File: src/hdl/fsl_pkg.sv
// Shared types and constants of the fixed-capacity search list.
package fsl_pkg;

	localparam int DEPTH_DEF = 16;
	localparam int KEY_W     = 32;

	// Request codes
	typedef enum logic [1:0] {
		OP_INSERT = 2'd0,
		OP_REMOVE = 2'd1,
		OP_SEARCH = 2'd2,
		OP_NOP    = 2'd3
	} fsl_op_t;

	// Sequencer states
	typedef enum logic [2:0] {
		ST_IDLE,
		ST_INSERT,
		ST_SCAN,
		ST_SHIFT,
		ST_RESULT
	} fsl_state_t;

	// Result handoff from sequencer to output register
	typedef struct packed {
		logic load;
		logic done;
	} fsl_res_ctl_t;

endpackage

File: src/hdl/fsl_ram.sv
// Generic single-write, single-read RAM with registered read data.
module fsl_ram #(
	parameter int WIDTH = 32,
	parameter int DEPTH = 16
) (
	input  logic                     clk,
	input  logic                     we,
	input  logic [$clog2(DEPTH)-1:0] waddr,
	input  logic [WIDTH-1:0]         wdata,
	input  logic [$clog2(DEPTH)-1:0] raddr,
	output logic [WIDTH-1:0]         rdata
);

	logic [WIDTH-1:0] mem [DEPTH];

	// Write port
	always_ff @(posedge clk) begin
		if (we) begin
			mem[waddr] <= wdata;
		end
	end

	// Read port, registered read data
	always_ff @(posedge clk) begin
		rdata <= mem[raddr];
	end

endmodule

File: src/hdl/fsl_seq.sv
// Request sequencer: insert, linear scan and shift-down compaction over the slot RAM.
module fsl_seq #(
	parameter int DEPTH = fsl_pkg::DEPTH_DEF
) (
	input  logic                       clk,
	input  logic                       arst_n,
	input  logic                       req_valid,
	output logic                       req_ready,
	input  logic [1:0]                 req_type,
	input  logic [fsl_pkg::KEY_W-1:0]  key,
	input  logic                       out_free,
	output fsl_pkg::fsl_res_ctl_t      res,
	output logic [$clog2(DEPTH)-1:0]   res_pos,
	output logic [$clog2(DEPTH+1)-1:0] count,
	output logic                       ram_we,
	output logic [$clog2(DEPTH)-1:0]   ram_waddr,
	output logic [fsl_pkg::KEY_W-1:0]  ram_wdata,
	output logic [$clog2(DEPTH)-1:0]   ram_raddr,
	input  logic [fsl_pkg::KEY_W-1:0]  ram_rdata
);
	import fsl_pkg::*;

	localparam int IDX_W = $clog2(DEPTH);
	localparam int CNT_W = $clog2(DEPTH + 1);
	localparam logic [CNT_W-1:0] DEPTH_C = CNT_W'(DEPTH);

	fsl_state_t          state_q, state_d;
	fsl_op_t             op_q;
	logic [KEY_W-1:0]    key_q;
	logic [CNT_W-1:0]    count_q;
	logic [CNT_W-1:0]    idx_q;     // next read address
	logic [IDX_W-1:0]    cur_q;     // index of the data now on ram_rdata
	logic                pend_q;    // ram_rdata holds entry cur_q
	logic                done_q;
	logic [IDX_W-1:0]    pos_q;

	logic [CNT_W-1:0]    cnt_m1;
	logic [IDX_W-1:0]    last_idx;
	logic                issue;
	logic                hit;
	logic                at_last;
	logic                has_room;

	// Scan status
	assign cnt_m1   = count_q - 1'b1;
	assign last_idx = cnt_m1[IDX_W-1:0];
	assign issue    = (idx_q < count_q);
	assign hit      = pend_q && (ram_rdata == key_q);
	assign at_last  = pend_q && (cur_q == last_idx);
	assign has_room = (count_q < DEPTH_C);

	// Next state
	always_comb begin
		state_d = state_q;
		unique case (state_q)
			ST_IDLE: begin
				if (req_valid) begin
					unique case (fsl_op_t'(req_type))
						OP_INSERT: state_d = ST_INSERT;
						OP_REMOVE,
						OP_SEARCH: state_d = (count_q == '0) ? ST_RESULT : ST_SCAN;
						OP_NOP:    state_d = ST_RESULT;
					endcase
				end
			end
			ST_INSERT: state_d = ST_RESULT;
			ST_SCAN: begin
				if (hit) begin
					state_d = (op_q == OP_REMOVE && cur_q != last_idx) ? ST_SHIFT : ST_RESULT;
				end else if (at_last) begin
					state_d = ST_RESULT;
				end
			end
			ST_SHIFT: begin
				if (at_last) begin
					state_d = ST_RESULT;
				end
			end
			ST_RESULT: begin
				if (out_free) begin
					state_d = ST_IDLE;
				end
			end
			default: state_d = ST_IDLE;
		endcase
	end

	// Outputs and RAM port drive
	always_comb begin
		req_ready = (state_q == ST_IDLE);
		ram_raddr = idx_q[IDX_W-1:0];
		ram_we    = 1'b0;
		ram_waddr = cur_q - 1'b1;
		ram_wdata = ram_rdata;
		res.load  = (state_q == ST_RESULT) && out_free;
		res.done  = done_q;
		res_pos   = pos_q;
		count     = count_q;
		unique case (state_q)
			ST_INSERT: begin
				ram_we    = has_room;
				ram_waddr = count_q[IDX_W-1:0];
				ram_wdata = key_q;
			end
			ST_SHIFT: begin
				ram_we = pend_q;
			end
			default: begin
			end
		endcase
	end

	// Control registers
	always_ff @(posedge clk or negedge arst_n) begin
		if (!arst_n) begin
			state_q <= ST_IDLE;
			count_q <= '0;
			idx_q   <= '0;
			pend_q  <= 1'b0;
		end else begin
			state_q <= state_d;
			unique case (state_q)
				ST_IDLE: begin
					idx_q  <= '0;
					pend_q <= 1'b0;
				end
				ST_INSERT: begin
					if (has_room) begin
						count_q <= count_q + 1'b1;
					end
				end
				ST_SCAN: begin
					if (hit && op_q == OP_REMOVE && cur_q != last_idx) begin
						// restart reads at the entry after the match
						idx_q  <= CNT_W'(cur_q) + 1'b1;
						pend_q <= 1'b0;
					end else begin
						pend_q <= issue;
						if (issue) begin
							idx_q <= idx_q + 1'b1;
						end
					end
					if (hit && op_q == OP_REMOVE && cur_q == last_idx) begin
						count_q <= cnt_m1;
					end
				end
				ST_SHIFT: begin
					if (at_last) begin
						count_q <= cnt_m1;
						pend_q  <= 1'b0;
					end else begin
						pend_q <= issue;
						if (issue) begin
							idx_q <= idx_q + 1'b1;
						end
					end
				end
				default: begin
				end
			endcase
		end
	end

	// Request payload and result fields
	always_ff @(posedge clk) begin
		unique case (state_q)
			ST_IDLE: begin
				if (req_valid) begin
					op_q   <= fsl_op_t'(req_type);
					key_q  <= key;
					done_q <= 1'b0;
					pos_q  <= '0;
				end
			end
			ST_INSERT: begin
				if (has_room) begin
					done_q <= 1'b1;
					pos_q  <= count_q[IDX_W-1:0];
				end
			end
			ST_SCAN: begin
				if (issue) begin
					cur_q <= idx_q[IDX_W-1:0];
				end
				if (hit) begin
					done_q <= 1'b1;
					pos_q  <= cur_q;
				end
			end
			ST_SHIFT: begin
				if (issue) begin
					cur_q <= idx_q[IDX_W-1:0];
				end
			end
			default: begin
			end
		endcase
	end

endmodule

File: src/hdl/fixed_capacity_search_list.sv
// Top level of the fixed-capacity search list: slot RAM, sequencer and result register.
//
//  channel | direction | handshake            | beat fields
//  req     | in        | req_valid/req_ready  | req_type, key
//  res     | out       | res_valid/res_ready  | done_res, position, entries_used,
//          |           |                      | is_full, list_empty
//
// An insert writes the key behind the last entry if there is room; an unused code, or a
// remove or search on an empty list, goes straight to the result. Search and remove read
// from slot 0 up to the first match or the last entry, and a remove then shifts the later
// entries down by one slot. Scans and shifts use the single read port of the slot RAM, one entry per cycle.
// Reset clears the count but not the slots; slots are never read before they are written.
// A result waits in the output register while the next request is taken; the
// sequencer holds its result when that register is still full.
module fixed_capacity_search_list #(
	parameter int DEPTH = fsl_pkg::DEPTH_DEF
) (
	input  logic                       clk,
	input  logic                       arst_n,
	input  logic                       req_valid,
	output logic                       req_ready,
	input  logic [1:0]                 req_type,
	input  logic [fsl_pkg::KEY_W-1:0]  key,
	output logic                       res_valid,
	input  logic                       res_ready,
	output logic                       done_res,
	output logic [$clog2(DEPTH)-1:0]   position,
	output logic [$clog2(DEPTH+1)-1:0] entries_used,
	output logic                       is_full,
	output logic                       list_empty
);
	import fsl_pkg::*;

	localparam int IDX_W = $clog2(DEPTH);
	localparam int CNT_W = $clog2(DEPTH + 1);
	localparam logic [CNT_W-1:0] DEPTH_C = CNT_W'(DEPTH);

	fsl_res_ctl_t     res_ctl;
	logic [IDX_W-1:0] res_pos;
	logic [CNT_W-1:0] count;
	logic             out_free;
	logic             ram_we;
	logic [IDX_W-1:0] ram_waddr;
	logic [KEY_W-1:0] ram_wdata;
	logic [IDX_W-1:0] ram_raddr;
	logic [KEY_W-1:0] ram_rdata;

	logic             res_valid_q;
	logic             done_res_q;
	logic [IDX_W-1:0] position_q;
	logic [CNT_W-1:0] entries_used_q;
	logic             is_full_q;
	logic             list_empty_q;

	fsl_ram #(
		.WIDTH (KEY_W),
		.DEPTH (DEPTH)
	) u_slots (
		.clk   (clk),
		.we    (ram_we),
		.waddr (ram_waddr),
		.wdata (ram_wdata),
		.raddr (ram_raddr),
		.rdata (ram_rdata)
	);

	fsl_seq #(
		.DEPTH (DEPTH)
	) u_seq (
		.clk       (clk),
		.arst_n    (arst_n),
		.req_valid (req_valid),
		.req_ready (req_ready),
		.req_type  (req_type),
		.key       (key),
		.out_free  (out_free),
		.res       (res_ctl),
		.res_pos   (res_pos),
		.count     (count),
		.ram_we    (ram_we),
		.ram_waddr (ram_waddr),
		.ram_wdata (ram_wdata),
		.ram_raddr (ram_raddr),
		.ram_rdata (ram_rdata)
	);

	// Output register is free when empty or being drained this cycle
	assign out_free = !res_valid_q || res_ready;

	// Result beat valid
	always_ff @(posedge clk or negedge arst_n) begin
		if (!arst_n) begin
			res_valid_q <= 1'b0;
		end else if (res_ctl.load) begin
			res_valid_q <= 1'b1;
		end else if (res_ready) begin
			res_valid_q <= 1'b0;
		end
	end

	// Result beat payload, status taken from the updated count
	always_ff @(posedge clk) begin
		if (res_ctl.load) begin
			done_res_q     <= res_ctl.done;
			position_q     <= res_pos;
			entries_used_q <= count;
			is_full_q      <= (count == DEPTH_C);
			list_empty_q   <= (count == '0);
		end
	end

	assign res_valid    = res_valid_q;
	assign done_res     = done_res_q;
	assign position     = position_q;
	assign entries_used = entries_used_q;
	assign is_full      = is_full_q;
	assign list_empty   = list_empty_q;

endmodule

File: config.mk
export PLATFORM = sky130hd
export DESIGN_NAME = fixed_capacity_search_list
export DESIGN_NICKNAME = d
export VERILOG_FILES = /design/src/hdl/fsl_pkg.sv /design/src/hdl/fsl_ram.sv /design/src/hdl/fsl_seq.sv /design/src/hdl/fixed_capacity_search_list.sv
export SDC_FILE = /design/constraint.sdc
export NUM_CORES = 1
export LEC_CHECK = 0
export ABC_AREA = 0
export BUFFER_PORTS_ARGS = -buffer_cell sky130_fd_sc_hd__buf_2
export CAP_MARGIN = 40
export CORE_UTILIZATION = 56
export CTS_CLUSTER_DIAMETER = 150
export CTS_CLUSTER_SIZE = 16
export DETAILED_ROUTE_END_ITERATION = 12
export GPL_ROUTABILITY_DRIVEN = 0
export PLACE_DENSITY = 0.75
export SYNTH_ARGS = -nofsm -noshare
export SYNTH_HDL_FRONTEND = slang
export SYNTH_SLANG_ARGS = --single-unit
File: constraint.sdc
create_clock -name clk -period 3.25 [get_ports clk]
set_input_delay 0.4875 -clock clk [delete_from_list [all_inputs] [get_ports clk]]
set_output_delay 0.4875 -clock clk [all_outputs]
set_load 0.005 [all_outputs]
# Word-level counts from Yosys, hierarchy flattened
# Memories as Yosys holds them, arrays and structs flattened. A register that Yosys moved wholly into a read port is not among the register bits.
# Index checks and enable logic that the tools add are counted.
[classes]
n_addsub = 5
n_mul = 0
div_mod_pow = 0
order_cmp = 2
eq_ne = 19
shifts = 0
muxes = 34
bitwise = 0
n_reduce_logical = 24
[ops]
columns = ["operator", "count"]
rows = [
  ["equality test 32 bit", 1],
  ["2-to-1 mux 32 bit", 1],
  ["2-to-1 mux 5 bit", 6],
  ["one-hot mux 5 bit (3 select lines)", 2],
  ["2-to-1 mux 3 bit", 6],
  ["2-to-1 mux 4 bit", 4],
  ["one-hot mux 3 bit (5 select lines)", 1],
  ["one-hot mux 4 bit (3 select lines)", 1],
  ["adder 5 x 1 -> 5 bit (second input constant)", 2],
  ["!= test 2 x 1 -> 1 bit (second input constant)", 5],
  ["2-to-1 mux 1 bit", 9],
  ["one-hot mux 3 bit (3 select lines)", 1],
  ["nonzero test 3 bit", 3],
  ["AND reduction 2 bit", 4],
  ["AND reduction 4 bit", 2],
  ["logical AND 1 bit", 7],
  ["equality test 3 x 2 -> 1 bit (second input constant)", 2],
  ["one-hot mux 1 bit (3 select lines)", 2],
  ["adder 4 x 1 -> 5 bit (second input constant)", 1],
  ["equality test 5 bit (second input constant)", 1],
  ["logical NOT 5 bit", 1],
  ["< comparator 5 bit", 1],
  ["< comparator 5 bit (second input constant)", 1],
  ["subtractor 5 x 1 -> 5 bit (second input constant)", 1],
  ["other kinds (15)", 19],
]
[totals]
ff_bits = 70
latch_bits = 0
ramBits = 512
rom_bits = 0
inputBits = 38
output_inout_bits = 14
n_memories = 1
[mem_list]
columns = ["memory", "words", "width", "rd", "rd_ports_with_merged_regs", "wr", "line", "text"]
rows = [
  ["u_slots.mem", 16, 32, 1, 1, 1, "fsl_ram.sv:14", "logic [WIDTH-1:0] mem [DEPTH];"],
]

# Logic depth before layout (Yosys ltp)
[logic_depth]
ltp_word = 6
depth_mapped = 10
mapped_depth_nobuf = 8

# By module
# A second synthesis with hierarchy kept.
[hier_totals]
hier_cells = 1248
area_unflattened_um2 = 23866.6
[modules_own_cells]
columns = ["mod", "n_inst", "cells_per_inst", "area_each_um2", "seq_area_each_um2"]
rows = [
  ["fsl_ram", 1, 838, 19835.3, 16015.4],
  ["fsl_seq", 1, 392, 3613.5, 1641.6],
  ["fixed_capacity_search_list", 1, 18, 417.9, 385.4],
]

# Worst setup path before layout
# No wires, ideal clock.
[synth_timing]
kind = "register -> register"
start = "register u_seq.state_q[0]"
end = "memory u_slots.mem[1][0] (enable)"
arrival_time_ps = 2900
slack_ps = -71
path_stages_with_launch = 9
period_less_slack_ps = 3321
cell_sequence = "dfrtp_1 > clkbuf_1 > nand2b_1 > nor2_1 > clkbuf_1 > nand2_1 > a22oi_1 > nand2_1 > nor2_1"
[synth_via]
elab_chain_len = 4
[synth_rtl]
columns = ["element", "line", "text"]
rows = [
  ["from (decl)", "fsl_seq.sv:27", "fsl_state_t state_q, state_d;"],
  ["from (signal assigned)", "fsl_seq.sv:121", "state_q <= state_d;"],
  ["equality test 3 x 2 -> 1 bit or equality test 3 x 1 -> 1 bit (tied branches)", "fsl_seq.sv:99", "unique case (state_q)"],
  ["one-hot mux 1 bit (2 select lines)", "fsl_seq.sv:99", ""],
  ["2-to-1 mux 1 bit", "fsl_ram.sv:18", "if (we) begin"],
  ["2-to-1 mux 1 bit (implied by the code)", "fsl_ram.sv:19", "mem[waddr] <= wdata;"],
  ["to (decl)", "fsl_ram.sv:14", ""],
]
# Parallel ways exist; a longest one is shown, timed or not.

# Final worst setup path
[layout_timing]
start = "register u_seq.key_q[12]"
end = "register u_seq.pos_q[3], in the netlist u_seq.res_pos[3] (enable)"
[layout_via]
elab_chain_len = 4
[layout_rtl]
columns = ["element", "line", "text"]
rows = [
  ["from (decl)", "fsl_seq.sv:29", "logic [KEY_W-1:0] key_q;"],
  ["from (signal assigned)", "fsl_seq.sv:170", "key_q <= key;"],
  ["equality test 32 bit", "fsl_seq.sv:48", "assign hit = pend_q && (ram_rdata == key_q);"],
  ["logical AND 1 bit", "fsl_seq.sv:48", ""],
  ["!= test 2 x 1 -> 1 bit (no line)", "n/a", ""],
  ["AND reduction 4 bit (no line)", "n/a", ""],
  ["to (signal assigned)", "fsl_seq.sv:178", "pos_q <= count_q[IDX_W-1:0];"],
  ["to (signal assigned)", "fsl_seq.sv:187", "pos_q <= cur_q;"],
  ["to (decl)", "fsl_seq.sv:35", "logic [IDX_W-1:0] pos_q;"],
]
# Every way passes these cells.
# A chain may end at the register's enable or synchronous reset.

==> summary.md <==
| Metric | Value |
|---|---|
| WP data required | around 3.5 ns |
| CP startpoint kind | flip-flop |
| Detail Route met2 WL | between 20000 and 30000 microns |
| Vias in the first global route | roughly 12000 |
| Status | finished, final reports clean |
| Post-Syn Nets | between 1000 and 1500 |
| Largest net degree at the start of global routing | a little under 80 |
| CTS Buffer Depth | 3 |
| Critical-path top delay cell | nor4_1 |
| Final instance area | 26600 sq um |
| Num CTS Buffers | 44 |
| Area post-placement | 25300 sq um |
| Max Cap Violations | 0 |
| EDFF count, synth | around 570 |
| Main synth FF type | edfxtp_1 |
| Die W | roughly 210 microns |
| Final Util | 0.632 |
| Antenna viol nets, final | 0 |
| Sequential element share of the synthesized area | 0.754 |
| Crit Path Class | reg2reg |
| Total core area | between 40000 and 50000 sq um |
| Starting Density | 0.569 |
| Yosys top cell area share | 0.711 |
| First-pass GRT wire length | 76200 microns |
| Post-synthesis register bit count | a little over 600 |
| Final setup vio count | 0 |
| H-tree depth | 2 |
| Ys async rst share | 0.0244 |
| Yosys warning count | 0 |
| Hold WS | 0.0764 ns |
| Crit path buffers/inverters | 1 |
| CTS tree | yes |
| Vias per inst | around 6.4 |
| Crit path DAT | between 3 and 4 ns |
| Worst slew margin | 0.481 |
| Critical Path End Type | flip-flop |
| Syn_area_per_cell | 20.2 sq um |
| DR iter-0 viols | 1338 |
| Reg2Reg Depth | 7 |
| # port buffers | between 50 and 60 |
| Pre-CTS setup slack | about 0.42 ns |
| Peak supply drop | 0.458 mV |
| Drt wl/cell | about 28 microns |
| Worst Path Max Fanout | 5 |
| # IOs | 52 |
| Die H | about 210 microns |
| Ant diodes | 0 |
| Initial DRT Pass Iterations | 5 |
| Slew Viols, Final | 0 |
| Fmax | roughly 340 MHz |
| Met3 wire len | slightly above 4000 microns |
| Synth area leader | edfxtp_1 |
| RSZ-0062 raised after global routing | no |
| Synthesized area | 23900 sq um |
| CTS root buf | clkbuf_16 |
| Min Tclk post-route | approximately 2.9 ns |
| Rows | 75 |
| Dpl cells | between 1500 and 2000 |
| Synth top area cells | edfxtp_1 71%, mux4_2 15%, dfxtp_1 2.7% |
| PwrDens | 755 nW/um^2 |
| Post-DP HPWL | a little under 30000 microns |
| Fin cells | around 1800 |
| Cts repair resizes | 0 |
| Vias | about 12000 |
| Worst skew pair latency | between 0.5 and 0.6 ns |
| Synth cell count leaders | 567 x edfxtp_1, 160 x mux4_2, 134 x nand2_1 |
| Final wirelength | 51600 microns |
| Largest delay share family, worst path | simple AND/OR/NAND/NOR gates |
| Initial antenna violation count | 0 |
| Tcrit/Tclk final | 0.895 |
| HP Class | in2reg |
| GRT Total Usage | 0.243 |
| Critical path depth | 7 |
| Top sig layer | met4 |
| Met1 wire length | 21000 microns |
| Final hold viol count | 0 |
| Post-synthesis cell count | ~1200 |
| Hold depth | 1 |
| Detailed-route DRC error count | 0 |
| Area growth from synthesis to layout | 11.0% |
| Clk sinks | ~600 |
| Post-CTS setup buffer count | 0 |
| Final worst slack | between 0.3 and 0.4 ns |
| Congestion Overflow GR | 0 |
| Clock Skews | roughly 0.029 ns |
| CTS clock-pin slew for the worst setup and hold paths | around 0.070 ns |
| Leakage dissipation | 8.38 nW |
| Layout cell share with drive strength beyond 1 | 0.257 |
| Most common cell in the synthesized netlist | edfxtp_1 |
| Synth cell types | between 50 and 60 |
| Nets | between 1000 and 1500 |
| Die area | ~44000 sq um |
| Slew @ Worst Pin | roughly 0.8 ns |
| CP cell instances | xnor2_1 > nand4_1 > nor4_1 > buf_4 > nand2_1 > or4_1 > a21oi_1 |
| Max stage delay on crit path | 0.44 ns |
[cells in the final DEF (no fill, tap or decap), types with 2 or more instances in the layout]
cell,count
buf_4,34
a21oi_1,12
xnor2_1,42
edfxtp_1,567
or3_1,2
xor2_1,4
dfrtp_1,11
nand3_1,16
nor2_4,17
clkbuf_1,34
nor3_1,6
dfxtp_1,32
o31ai_1,2
mux4_2,160
inv_1,17
ha_1,12
buf_12,11
o211ai_1,2
dfrtp_4,2
nand2b_1,5
nand4_1,16
o221ai_2,3
clkbuf_16,45
a31oi_1,3
a21boi_0,2
and2_1,2
o21a_1,4
nor2_1,8
or4_1,2
o21ai_0,9
nand2_1,134
dfrtp_2,2
buf_2,51
nor4_1,7
and3_1,2
[cells by family after synthesis]
family,after synthesis,share of synthesized area
flops,614,0.754
compound gates,50,0.0160
fa+ha+maj,12,0.00627
buf+inv,74,0.0128
mux,160,0.151
xor+xnor,47,0.0178
simple gates,227,0.0426
[state kept, by name, summed over array words and instances (netlist names)]
name	flops
u_slots.mem	512
u_seq.key_q	32
u_slots.rdata	32
entries_used	5
u_seq.count	5
u_seq.idx_q	5
position	4
u_seq.cur_q	4
u_seq.res_pos	4
u_seq.state_q	3
u_seq.op_q	2
done_res	1
is_full	1
list_empty	1
res_valid	1
u_seq.done_q	1
u_seq.pend_q	1
[layout make-up]
type | instances | area (sq um)
sequential | 614 | 18100
fill | 2848 | 15500
multi-input combinational | 496 | 5720
clock buffer | 79 | 1250
timing repair buffer | 98 | 768
tap | 539 | 674
inverter | 17 | 63.8
clock inverter | 2 | 31.3
[final timing paths]
check / startpoint / endpoint / slack, ns
max in group asynchronous: arst_n / u_seq.idx_q[1] / 2.57
min reg2reg: u_seq.res_pos[0] / position[0] / 0.42
max reg2reg: u_seq.key_q[12] / u_seq.res_pos[3] / 0.34
min in group asynchronous: arst_n / u_seq.idx_q[0] / 0.34
max: u_seq.key_q[12] / u_seq.res_pos[3] / 0.34
min: key[0] / u_seq.key_q[0] / 0.08
[metal layers]
layer | track usage | vias up
met1 | 0.356 | 6161
met5 | 0 | -
met2 | 0.385 | 618
met4 | 0.0814 | 0
li1 | - | 4955
met3 | 0.0311 | 86
[worst register-to-register path, cell delays in order (launching register included)]
cell	delay [ns]
edfxtp_1	0.40
xnor2_1	0.39
nand4_1	0.25
nor4_1	0.44
buf_4	0.20
nand2_1	0.07
or4_1	0.42
a21oi_1	0.40
[where the power goes]
group	switching, mW	internal, mW	total, mW
sequential	0.463	10.3	10.8
clock	2.58	2.63	5.20
combinational	2.71	1.38	4.09
[stage by stage]
step	TNS [ns]	total power [mW]
final	0	20.1
after global routing	0	20.8
after CTS	0	20.1
after detailed placement	0	15.0
after global placement	0	14.9
after floorplan	-15.88	13.5
[what timing repair did]
item | in CTS | in global routing
endpoints found under the hold margin | 15 | 0
setup endpoints to repair | 0 | 0
hold buffers | 1 | 0
No activity file was read; power rests on OpenSTA's default activity.
